## src/rtl/itlv_pkg.sv

```systemverilog
`timescale 1ns / 1ps

package itlv_pkg;

	// Frame limit and derived widths
	localparam int unsigned MAX_FRAME_BYTES = 2048;
	localparam int unsigned POS_W = $clog2(MAX_FRAME_BYTES + 2);
	localparam int unsigned CMP_W = ((POS_W > 8) ? POS_W : 8) + 1;

	// Queue between front and back (depth is a power of two)
	localparam int unsigned QUEUE_DEPTH = 4;
	localparam int unsigned QPTR_W = $clog2(QUEUE_DEPTH);
	localparam int unsigned QCNT_W = $clog2(QUEUE_DEPTH + 1);

	// Event and tag codes
	localparam logic [7:0] EVENT_INIT = 8'h22;
	localparam logic [7:0] TAG_CAPS = 8'h11;
	localparam logic [7:0] TAG_CHIP = 8'h12;
	localparam logic [7:0] TAG_EXT = 8'h16;
	localparam logic [7:0] TAG_FW = 8'h17;
	localparam logic [7:0] NO_CHIP = 8'hff;

	// Capability bit positions
	localparam int unsigned CAP_BLE_BIT = 3;
	localparam int unsigned CAP_BREDR_BIT = 4;
	localparam int unsigned CAP_SPI_BIT = 6;
	localparam int unsigned EXT_BTIF_BIT = 5;

	typedef enum logic [1:0] {
		KIND_TYPE = 2'd0,
		KIND_LEN = 2'd1,
		KIND_ITEM = 2'd2,
		KIND_SKIP = 2'd3
	} byte_kind_t;

	typedef enum logic [2:0] {
		STATUS_OK = 3'd0,
		STATUS_SHORT = 3'd1,
		STATUS_WRONG_TYPE = 3'd2,
		STATUS_BAD_LENGTH = 3'd3,
		STATUS_TRUNCATED = 3'd4,
		STATUS_NO_CHIP = 3'd5,
		STATUS_OVERSIZE = 3'd6
	} status_t;

	typedef struct packed {
		logic [7:0] data;
		logic last;
		byte_kind_t kind;
		logic [POS_W-1:0] count;
	} entry_t;

	typedef struct packed {
		status_t status;
		logic [7:0] chip_id;
		logic [7:0] caps;
		logic [31:0] ext_caps;
		logic [31:0] fw_word;
		logic bt_supported;
		logic bt_dual_mode;
	} result_t;

endpackage

```

## src/rtl/itlv_front.sv

```systemverilog
`timescale 1ns / 1ps

module itlv_front (
	input logic clk,
	input logic arst_n,
	input logic push,
	input logic [7:0] data_byte,
	input logic last_byte,
	input logic fifo_full,
	output logic full,
	output logic wr_en,
	output itlv_pkg::entry_t entry
);

	logic [itlv_pkg::POS_W-1:0] pos_q;
	logic [itlv_pkg::POS_W-1:0] pos_inc;
	logic in_range;

	// Accept a beat whenever the queue has room
	assign full = fifo_full;
	assign wr_en = push & ~fifo_full;

	// Classify the byte by its place in the frame
	assign in_range = (pos_q <= itlv_pkg::POS_W'(itlv_pkg::MAX_FRAME_BYTES));
	assign pos_inc = in_range ? (pos_q + 1'b1) : pos_q;

	always_comb begin
		entry.data = data_byte;
		entry.last = last_byte;
		entry.count = pos_inc;
		if (pos_q == '0) begin
			entry.kind = itlv_pkg::KIND_TYPE;
		end else if (pos_q == itlv_pkg::POS_W'(1)) begin
			entry.kind = itlv_pkg::KIND_LEN;
		end else if (in_range) begin
			entry.kind = itlv_pkg::KIND_ITEM;
		end else begin
			entry.kind = itlv_pkg::KIND_SKIP;
		end
	end

	// Advance the byte counter, saturating; restart at the frame end
	always_ff @(posedge clk or negedge arst_n) begin
		if (!arst_n) begin
			pos_q <= '0;
		end else if (wr_en) begin
			pos_q <= last_byte ? '0 : pos_inc;
		end
	end

endmodule

```

## src/rtl/itlv_fifo.sv

```systemverilog
`timescale 1ns / 1ps

module itlv_fifo (
	input logic clk,
	input logic arst_n,
	input logic wr_en,
	input itlv_pkg::entry_t wr_data,
	input logic rd_en,
	output itlv_pkg::entry_t rd_data,
	output logic full,
	output logic empty
);

	itlv_pkg::entry_t mem_q [itlv_pkg::QUEUE_DEPTH];
	logic [itlv_pkg::QPTR_W-1:0] wr_ptr_q;
	logic [itlv_pkg::QPTR_W-1:0] rd_ptr_q;
	logic [itlv_pkg::QCNT_W-1:0] cnt_q;

	assign full = (cnt_q == itlv_pkg::QCNT_W'(itlv_pkg::QUEUE_DEPTH));
	assign empty = (cnt_q == '0);
	assign rd_data = mem_q[rd_ptr_q];

	// Store the incoming entry
	always_ff @(posedge clk) begin
		if (wr_en) begin
			mem_q[wr_ptr_q] <= wr_data;
		end
	end

	// Move pointers and occupancy
	always_ff @(posedge clk or negedge arst_n) begin
		if (!arst_n) begin
			wr_ptr_q <= '0;
			rd_ptr_q <= '0;
			cnt_q <= '0;
		end else begin
			if (wr_en) begin
				wr_ptr_q <= wr_ptr_q + 1'b1;
			end
			if (rd_en) begin
				rd_ptr_q <= rd_ptr_q + 1'b1;
			end
			case ({wr_en, rd_en})
				2'b10: cnt_q <= cnt_q + 1'b1;
				2'b01: cnt_q <= cnt_q - 1'b1;
				default: cnt_q <= cnt_q;
			endcase
		end
	end

`ifndef ASSERT_OFF
	a_cnt_bound: assert property (@(posedge clk) disable iff (!arst_n)
		cnt_q <= itlv_pkg::QCNT_W'(itlv_pkg::QUEUE_DEPTH))
		else $error("queue occupancy above depth");

	a_no_overflow: assert property (@(posedge clk) disable iff (!arst_n)
		wr_en |-> (!full || rd_en))
		else $error("write into full queue");

	a_no_underflow: assert property (@(posedge clk) disable iff (!arst_n)
		rd_en |-> !empty)
		else $error("read from empty queue");
`endif

endmodule

```

## src/rtl/itlv_back.sv

```systemverilog
`timescale 1ns / 1ps

module itlv_back (
	input logic clk,
	input logic arst_n,
	input itlv_pkg::entry_t entry,
	input logic fifo_empty,
	output logic rd_en,
	input logic pop,
	output logic out_valid,
	output itlv_pkg::result_t result
);

	typedef enum logic [2:0] {
		PH_TAG = 3'b001,
		PH_LEN = 3'b010,
		PH_VAL = 3'b100
	} phase_t;

	phase_t phase_q, phase_n;
	logic hdr_bad_q, hdr_bad_n;
	logic [7:0] decl_q, decl_n;
	logic [7:0] tag_q, tag_n;
	logic [7:0] left_q, left_n;
	logic [7:0] size_q, size_n;
	logic [31:0] val_q, val_n;
	logic [7:0] chip_q, chip_n;
	logic [7:0] caps_q, caps_n;
	logic [31:0] ext_q, ext_n;
	logic [31:0] fw_q, fw_n;
	logic [7:0] idx;
	logic [itlv_pkg::CMP_W-1:0] cnt_ext;
	logic [itlv_pkg::CMP_W-1:0] decl_ext;
	itlv_pkg::status_t status_n;
	itlv_pkg::result_t res_n;
	itlv_pkg::result_t res_q;
	logic out_valid_q;
	logic out_pop;

	// Take the next entry unless it ends a frame and the result slot is busy
	assign out_pop = pop & out_valid_q;
	assign rd_en = ~fifo_empty & (~entry.last | ~out_valid_q | out_pop);
	assign out_valid = out_valid_q;
	assign result = res_q;
	assign idx = size_q - left_q;

	// Walk header and tag-length-value items
	always_comb begin
		phase_n = phase_q;
		hdr_bad_n = hdr_bad_q;
		decl_n = decl_q;
		tag_n = tag_q;
		left_n = left_q;
		size_n = size_q;
		val_n = val_q;
		chip_n = chip_q;
		caps_n = caps_q;
		ext_n = ext_q;
		fw_n = fw_q;
		case (entry.kind)
			itlv_pkg::KIND_TYPE: hdr_bad_n = (entry.data != itlv_pkg::EVENT_INIT);
			itlv_pkg::KIND_LEN: decl_n = entry.data;
			itlv_pkg::KIND_ITEM: begin
				case (phase_q)
					PH_TAG: begin
						tag_n = entry.data;
						phase_n = PH_LEN;
					end
					PH_LEN: begin
						size_n = entry.data;
						left_n = entry.data;
						val_n = '0;
						phase_n = (entry.data != 8'd0) ? PH_VAL : PH_TAG;
					end
					PH_VAL: begin
						if (idx[7:2] == 6'd0) begin
							val_n = val_q | ({24'd0, entry.data} << {idx[1:0], 3'b000});
						end
						left_n = left_q - 1'b1;
						if (left_n == 8'd0) begin
							phase_n = PH_TAG;
							// Commit known tags of the right size
							if (tag_q == itlv_pkg::TAG_CHIP && size_q == 8'd1) begin
								chip_n = val_n[7:0];
							end else if (tag_q == itlv_pkg::TAG_CAPS && size_q == 8'd1) begin
								caps_n = val_n[7:0];
							end else if (tag_q == itlv_pkg::TAG_FW && size_q == 8'd4) begin
								fw_n = val_n;
							end else if (tag_q == itlv_pkg::TAG_EXT && size_q == 8'd4) begin
								ext_n = val_n;
							end
						end
					end
					default: phase_n = PH_TAG;
				endcase
			end
			default: ;
		endcase
	end

	// Rank the frame errors
	assign cnt_ext = itlv_pkg::CMP_W'(entry.count);
	assign decl_ext = itlv_pkg::CMP_W'(decl_n) + itlv_pkg::CMP_W'(2);

	always_comb begin
		if (cnt_ext > itlv_pkg::CMP_W'(itlv_pkg::MAX_FRAME_BYTES)) begin
			status_n = itlv_pkg::STATUS_OVERSIZE;
		end else if (cnt_ext < itlv_pkg::CMP_W'(2)) begin
			status_n = itlv_pkg::STATUS_SHORT;
		end else if (hdr_bad_n) begin
			status_n = itlv_pkg::STATUS_WRONG_TYPE;
		end else if (decl_ext > cnt_ext) begin
			status_n = itlv_pkg::STATUS_BAD_LENGTH;
		end else if (phase_n == PH_VAL && left_n != 8'd0) begin
			status_n = itlv_pkg::STATUS_TRUNCATED;
		end else if (chip_n == itlv_pkg::NO_CHIP) begin
			status_n = itlv_pkg::STATUS_NO_CHIP;
		end else begin
			status_n = itlv_pkg::STATUS_OK;
		end
	end

	// Build the result; on any error zero the fields and set chip_id to NO_CHIP
	always_comb begin
		res_n.status = status_n;
		if (status_n == itlv_pkg::STATUS_OK) begin
			res_n.chip_id = chip_n;
			res_n.caps = caps_n;
			res_n.ext_caps = ext_n;
			res_n.fw_word = fw_n;
			res_n.bt_supported = caps_n[itlv_pkg::CAP_BLE_BIT] &
				(caps_n[itlv_pkg::CAP_SPI_BIT] | ext_n[itlv_pkg::EXT_BTIF_BIT]);
			res_n.bt_dual_mode = caps_n[itlv_pkg::CAP_BREDR_BIT];
		end else begin
			res_n.chip_id = itlv_pkg::NO_CHIP;
			res_n.caps = '0;
			res_n.ext_caps = '0;
			res_n.fw_word = '0;
			res_n.bt_supported = 1'b0;
			res_n.bt_dual_mode = 1'b0;
		end
	end

	// Advance parser state; restart after the last byte
	always_ff @(posedge clk or negedge arst_n) begin
		if (!arst_n) begin
			phase_q <= PH_TAG;
			hdr_bad_q <= 1'b0;
			decl_q <= '0;
			tag_q <= '0;
			left_q <= '0;
			size_q <= '0;
			val_q <= '0;
			chip_q <= itlv_pkg::NO_CHIP;
			caps_q <= '0;
			ext_q <= '0;
			fw_q <= '0;
		end else if (rd_en) begin
			if (entry.last) begin
				phase_q <= PH_TAG;
				hdr_bad_q <= 1'b0;
				decl_q <= '0;
				tag_q <= '0;
				left_q <= '0;
				size_q <= '0;
				val_q <= '0;
				chip_q <= itlv_pkg::NO_CHIP;
				caps_q <= '0;
				ext_q <= '0;
				fw_q <= '0;
			end else begin
				phase_q <= phase_n;
				hdr_bad_q <= hdr_bad_n;
				decl_q <= decl_n;
				tag_q <= tag_n;
				left_q <= left_n;
				size_q <= size_n;
				val_q <= val_n;
				chip_q <= chip_n;
				caps_q <= caps_n;
				ext_q <= ext_n;
				fw_q <= fw_n;
			end
		end
	end

	// Hold the result until popped
	always_ff @(posedge clk or negedge arst_n) begin
		if (!arst_n) begin
			out_valid_q <= 1'b0;
		end else if (rd_en && entry.last) begin
			out_valid_q <= 1'b1;
		end else if (out_pop) begin
			out_valid_q <= 1'b0;
		end
	end

	always_ff @(posedge clk) begin
		if (rd_en && entry.last) begin
			res_q <= res_n;
		end
	end

`ifndef ASSERT_OFF
	a_phase_onehot: assert property (@(posedge clk) disable iff (!arst_n)
		$onehot(phase_q))
		else $error("item phase not one-hot");

	a_val_left: assert property (@(posedge clk) disable iff (!arst_n)
		(phase_q == PH_VAL) |-> (left_q != 8'd0))
		else $error("value phase with no bytes left");

	a_ok_has_chip: assert property (@(posedge clk) disable iff (!arst_n)
		(out_valid_q && res_q.status == itlv_pkg::STATUS_OK) |->
			(res_q.chip_id != itlv_pkg::NO_CHIP))
		else $error("ok status without chip id");

	a_err_zeroed: assert property (@(posedge clk) disable iff (!arst_n)
		(out_valid_q && res_q.status != itlv_pkg::STATUS_OK) |->
			(res_q.chip_id == itlv_pkg::NO_CHIP && res_q.caps == 8'd0 &&
			 res_q.ext_caps == 32'd0 && res_q.fw_word == 32'd0 &&
			 !res_q.bt_supported && !res_q.bt_dual_mode))
		else $error("error result carries fields");

	a_last_loads: assert property (@(posedge clk) disable iff (!arst_n)
		(rd_en && entry.last) |=> out_valid_q)
		else $error("frame end did not load a result");
`endif

endmodule

```

## src/rtl/init_event_tlv_parser_unit.sv

```systemverilog
`timescale 1ns / 1ps

// Channel   Handshake             Beat fields
// input     push / full           data_byte, last_byte
// result    empty / pop           status, chip_id, capability_bits,
//                                 extended_capabilities, firmware_release,
//                                 bt_supported, bt_dual_mode
//
// One byte per cycle sustained while full is low; a frame's result is registered on the
// result ports when the parser reads its last byte (queue write, then parser read).
// The parser retires one queued byte per cycle; a last byte waits only while
// the single result register holds an unpopped result.
// Reset (arst_n low) clears the byte counter, the queue and all parser state.
// full rises once the four-entry queue fills; results hold until popped.

module init_event_tlv_parser_unit (
	input logic clk,
	input logic arst_n,
	input logic push,
	output logic full,
	input logic [7:0] data_byte,
	input logic last_byte,
	output logic empty,
	input logic pop,
	output logic [2:0] status,
	output logic [7:0] chip_id,
	output logic [7:0] capability_bits,
	output logic [31:0] extended_capabilities,
	output logic [31:0] firmware_release,
	output logic bt_supported,
	output logic bt_dual_mode
);

	logic fifo_full;
	logic fifo_empty;
	logic wr_en;
	logic rd_en;
	logic out_valid;
	itlv_pkg::entry_t wr_entry;
	itlv_pkg::entry_t rd_entry;
	itlv_pkg::result_t result;

	// Count and classify incoming bytes
	itlv_front u_front (
		.clk(clk),
		.arst_n(arst_n),
		.push(push),
		.data_byte(data_byte),
		.last_byte(last_byte),
		.fifo_full(fifo_full),
		.full(full),
		.wr_en(wr_en),
		.entry(wr_entry)
	);

	// Decouple front from parser
	itlv_fifo u_fifo (
		.clk(clk),
		.arst_n(arst_n),
		.wr_en(wr_en),
		.wr_data(wr_entry),
		.rd_en(rd_en),
		.rd_data(rd_entry),
		.full(fifo_full),
		.empty(fifo_empty)
	);

	// Parse items and hold the frame result
	itlv_back u_back (
		.clk(clk),
		.arst_n(arst_n),
		.entry(rd_entry),
		.fifo_empty(fifo_empty),
		.rd_en(rd_en),
		.pop(pop),
		.out_valid(out_valid),
		.result(result)
	);

	// Drive result ports
	assign empty = ~out_valid;
	assign status = result.status;
	assign chip_id = result.chip_id;
	assign capability_bits = result.caps;
	assign extended_capabilities = result.ext_caps;
	assign firmware_release = result.fw_word;
	assign bt_supported = result.bt_supported;
	assign bt_dual_mode = result.bt_dual_mode;

endmodule

```

## config.mk

```make
export PLATFORM = sky130hd
export DESIGN_NAME = init_event_tlv_parser_unit
export DESIGN_NICKNAME = d
export VERILOG_FILES = /design/src/rtl/itlv_pkg.sv /design/src/rtl/itlv_front.sv /design/src/rtl/itlv_fifo.sv /design/src/rtl/itlv_back.sv /design/src/rtl/init_event_tlv_parser_unit.sv
export SDC_FILE = /design/constraint.sdc
export NUM_CORES = 1
export LEC_CHECK = 0
export BUFFER_PORTS_ARGS = -buffer_cell sky130_fd_sc_hd__buf_2
export CAP_MARGIN = 30
export CORE_ASPECT_RATIO = 2
export CORE_MARGIN = 1
export CORE_UTILIZATION = 30
export DETAILED_ROUTE_END_ITERATION = 10
export PLACE_DENSITY_LB_ADDON = 0.3
export SYNTH_ARGS = -nofsm -noshare
export SYNTH_HDL_FRONTEND = slang
export SYNTH_SLANG_ARGS = --single-unit
```

## constraint.sdc

```tcl
create_clock -name clk -period 5.65 [get_ports clk]
set_input_delay 0.565 -clock clk [delete_from_list [all_inputs] [get_ports clk]]
set_output_delay 0.565 -clock clk [all_outputs]
set_load 0.005 [all_outputs]
```

==> metrics.txt <==
status complete, no violations; CTS Buf Count 29; WP buf/inv 2; most frequent cells in the layout 176 x edfxtp_1, 159 x dfrtp_1, 146 x nor2_1; clk slew on worst S/H paths 0.07 ns; slowest CP cell a211o_2; Most used DFF post-synth edfxtp_1; die width 162.2 µm; post-synthesis cell area 15390 µm²; worst hold-check path type input pin to register; initial DRC count 638; number of synthesized flops with an enable pin 176; register area 9500 µm²; multi-input logic area 5399 µm²; Total GRT Usage 0.1545; Seq cells post-synth 344; WL/cell 19.29 µm; vias 10.59k; ys async rst share 0.4884; Syn. warnings 0; register area share after synthesis 0.6174; Post-Route WL 39830 µm; Max-Cap Viols 0; Core Box Area 50800 µm²; initial antenna violation count 4; final clock period utilization by the worst path 0.9102; endpoints failing setup 0; clock buffer depth 3; vias in the first global route 10.86k; Pins Over Slew Limit 0; max incr delay on CP 0.60 ns; LEAKAGE 6.706 nW; pre-CTS WS 0.4726 ns; minimum hold slack 0.2065 ns; Peak Freq 194.5 MHz; power per cell area 500.2 nW/µm²; Fin. Hold Viols 0; post-route insts no fill 2065; CTS tree built; crit path DAT 5.42 ns; worst setup margin 0.5074 ns; Setup crit start kind register; total grt overflow 0; critical path peak fanout 43; clock period minus worst slack 5.143 ns; DP HPWL 28340 µm; Relative slew margins 0.3033; Die ar. 52260 µm²; Netlist cell types 65; H-tree levels 1; first drt pass iteration count 5; routed vias/inst 5.129; commonest non-fill, non-tap cell in the layout edfxtp_1; syn_nets 1349; post-CTS setup buffers 0; CTS sink cnt 344; Syn Area/Cell 11.77 µm²; DRC viols 0; final core utilization 0.3475; port bufs 99; ANT nets after route 0; share of cells above drive strength 1 0.1673; Rows 117; nets@finish 1430; Root Buffer clkbuf_16; delay-heaviest family, CP compound AO/OA/AOI/OAI gates; Critical Path End Type register; overall die height 322.3 µm; Setup Skew 0.01808 ns; Placed Cells 2010; largest net degree at the start of global routing 154; Least-Margin Pin Slew 1.045 ns; Final Wtd Congestion 0.8690; first-pass GRT wire length 62560 µm; worst-skew pair later-pin latency 0.59 ns; RSZ-0062 raised after global routing no; effective utilization at floorplan 0.3029; setup TNS 0 ns; WP data required 5.93 ns; peak supply drop 0.2571 mV; CP cell instances mux4_2 > nor2b_1 > buf_4 > mux2i_1 > nor3_1 > nand3_1 > xor2_1 > ha_1 > o21a_1 > o21a_1 > o221ai_1 > a211oi_1 > nor2_1 > nand3_1 > a211o_2 > buf_4 > a211oi_1; post-synthesis cell count 1307; ANT cells 0; Fillers 4985; # IOs 100; growth of design area from synthesis to finish 14.72%; critical path type register to register
-- kinds of logic (layout without fill, tap and decap cells) --
kind of cell / count (synthesis) / in the layout / synth area share
buf+inv: 124 / 228 / 0.03342
fa+ha+maj: 29 / 29 / 0.02455
flops: 344 / 344 / 0.6174
compound gates: 362 / 362 / 0.1524
mux: 32 / 32 / 0.03797
simple gates: 388 / 388 / 0.1184
xor+xnor: 28 / 28 / 0.01594
-- cells in the mapped netlist, drive strengths merged (3+ instances only) --
cell type,count,area (µm²)
dfrtp,159,3979
clkbuf,57,214.0
o2111ai,3,26.28
xor2,10,87.58
buf,29,157.7
a211oi,72,540.5
a22o,35,307.8
nor3b,5,48.80
o41ai,3,33.79
nor3,24,130.1
a31oi,6,37.54
nor2,148,555.5
a21oi,83,415.4
and2,4,25.02
inv,37,138.9
a211o,11,96.34
edfxtp,176,5285
ha,27,337.8
o211ai,10,75.07
o21bai,3,22.52
o21ai,105,525.5
nand2b,11,68.82
mux2i,10,100.1
mux4,21,473.0
o21a,4,30.03
a21o,4,30.03
o31ai,6,45.04
nand3,77,385.4
xnor2,18,157.7
nor2b,8,50.05
nor4,7,43.79
or3,3,18.77
nand4,10,62.56
a31o,3,26.28
and4,3,26.28
and3,12,75.07
dfstp,9,236.5
nand2,66,247.7
-- layer usage --
layer / wire length [µm] / global-route usage / part of all wire
met5: 27 / 0 / 0.00068
met1: 13750 / 0.1510 / 0.35
met3: 1221 / 0.01684 / 0.031
met4: 1515 / 0.06730 / 0.038
met2: 23310 / 0.3158 / 0.59
-- path summary, 6_finish.rpt --
kind | startpoint | endpoint | slack (ns) | cells after the start
worst max-delay path | u_fifo.rd_ptr_q[0] | u_back.result[28] | 0.51 | 17
worst min-delay path | data_byte[3] | u_fifo.mem_q[0][18] | 0.21 | 1
worst max register to register | u_fifo.rd_ptr_q[0] | u_back.result[28] | 0.51 | 17
worst min register to register | u_back.caps_q[0] | u_back.caps_q[0] | 0.48 | 2
max in group asynchronous | arst_n | u_back.ext_q[9] | 4.15 | 3
min in group asynchronous | arst_n | u_back.ext_q[25] | 0.37 | 2
-- final cells by class --
cell class | count | share of cell area
Clock inverter | 23 | 0.01446
Tap cell | 654 | 0.04635
Multi-Input combinational cell | 839 | 0.3058
Timing Repair Buffer | 136 | 0.04500
Clock buffer | 31 | 0.04210
Sequential cell | 344 | 0.5381
Inverter | 38 | 0.008150
-- sequential cells by signal, indices dropped and copies added (netlist names) --
| name | count |
|---|---|
| u_back.val_q | 32 |
| u_fifo.mem_q | 92 |
| u_back.size_q | 8 |
| u_back.tag_q | 8 |
| u_back.result | 84 |
| u_back.chip_q | 8 |
| u_back.decl_q | 8 |
| u_fifo.rd_ptr_q | 2 |
| u_back.fw_q | 32 |
| u_front.pos_q | 12 |
| u_fifo.wr_ptr_q | 2 |
| u_back.caps_q | 8 |
| u_back.out_valid | 1 |
| u_fifo.cnt_q | 3 |
| u_back.left_q | 8 |
| u_back.hdr_bad_q | 1 |
| u_back.ext_q | 32 |
| u_back.phase_q | 3 |
-- power by group --
part / switching, mW / internal (mW)
sequential: 0.187 / 3.30
clock: 0.952 / 1.19
combinational: 2.19 / 1.01
-- stage by stage --
step | power [mW] | cell area [µm²]
global route | 9.302 | 17650
CTS | 8.938 | 17650
detailed placement | 6.788 | 16650
finish | 8.832 | 17650
global placement | 6.728 | 16650
floorplan | 5.377 | 15390
-- what timing repair did --
action | 4_1_cts | 5_1_grt
endpoints found under the hold margin | 15 | 0
resized for setup | 0 | 0
hold buffers | 1 | 0
-- worst register-to-register path: stages, from the launching register on --
cell and delay (ns):
dfrtp_1 0.42, mux4_2 0.59, nor2b_1 0.16, buf_4 0.18, mux2i_1 0.22, nor3_1 0.29
nand3_1 0.16, xor2_1 0.19, ha_1 0.33, o21a_1 0.13, o21a_1 0.10, o221ai_1 0.11
a211oi_1 0.47, nor2_1 0.11, nand3_1 0.11, a211o_2 0.60, buf_4 0.53, a211oi_1 0.14
Note: power is estimated with default switching activity, not from simulation.
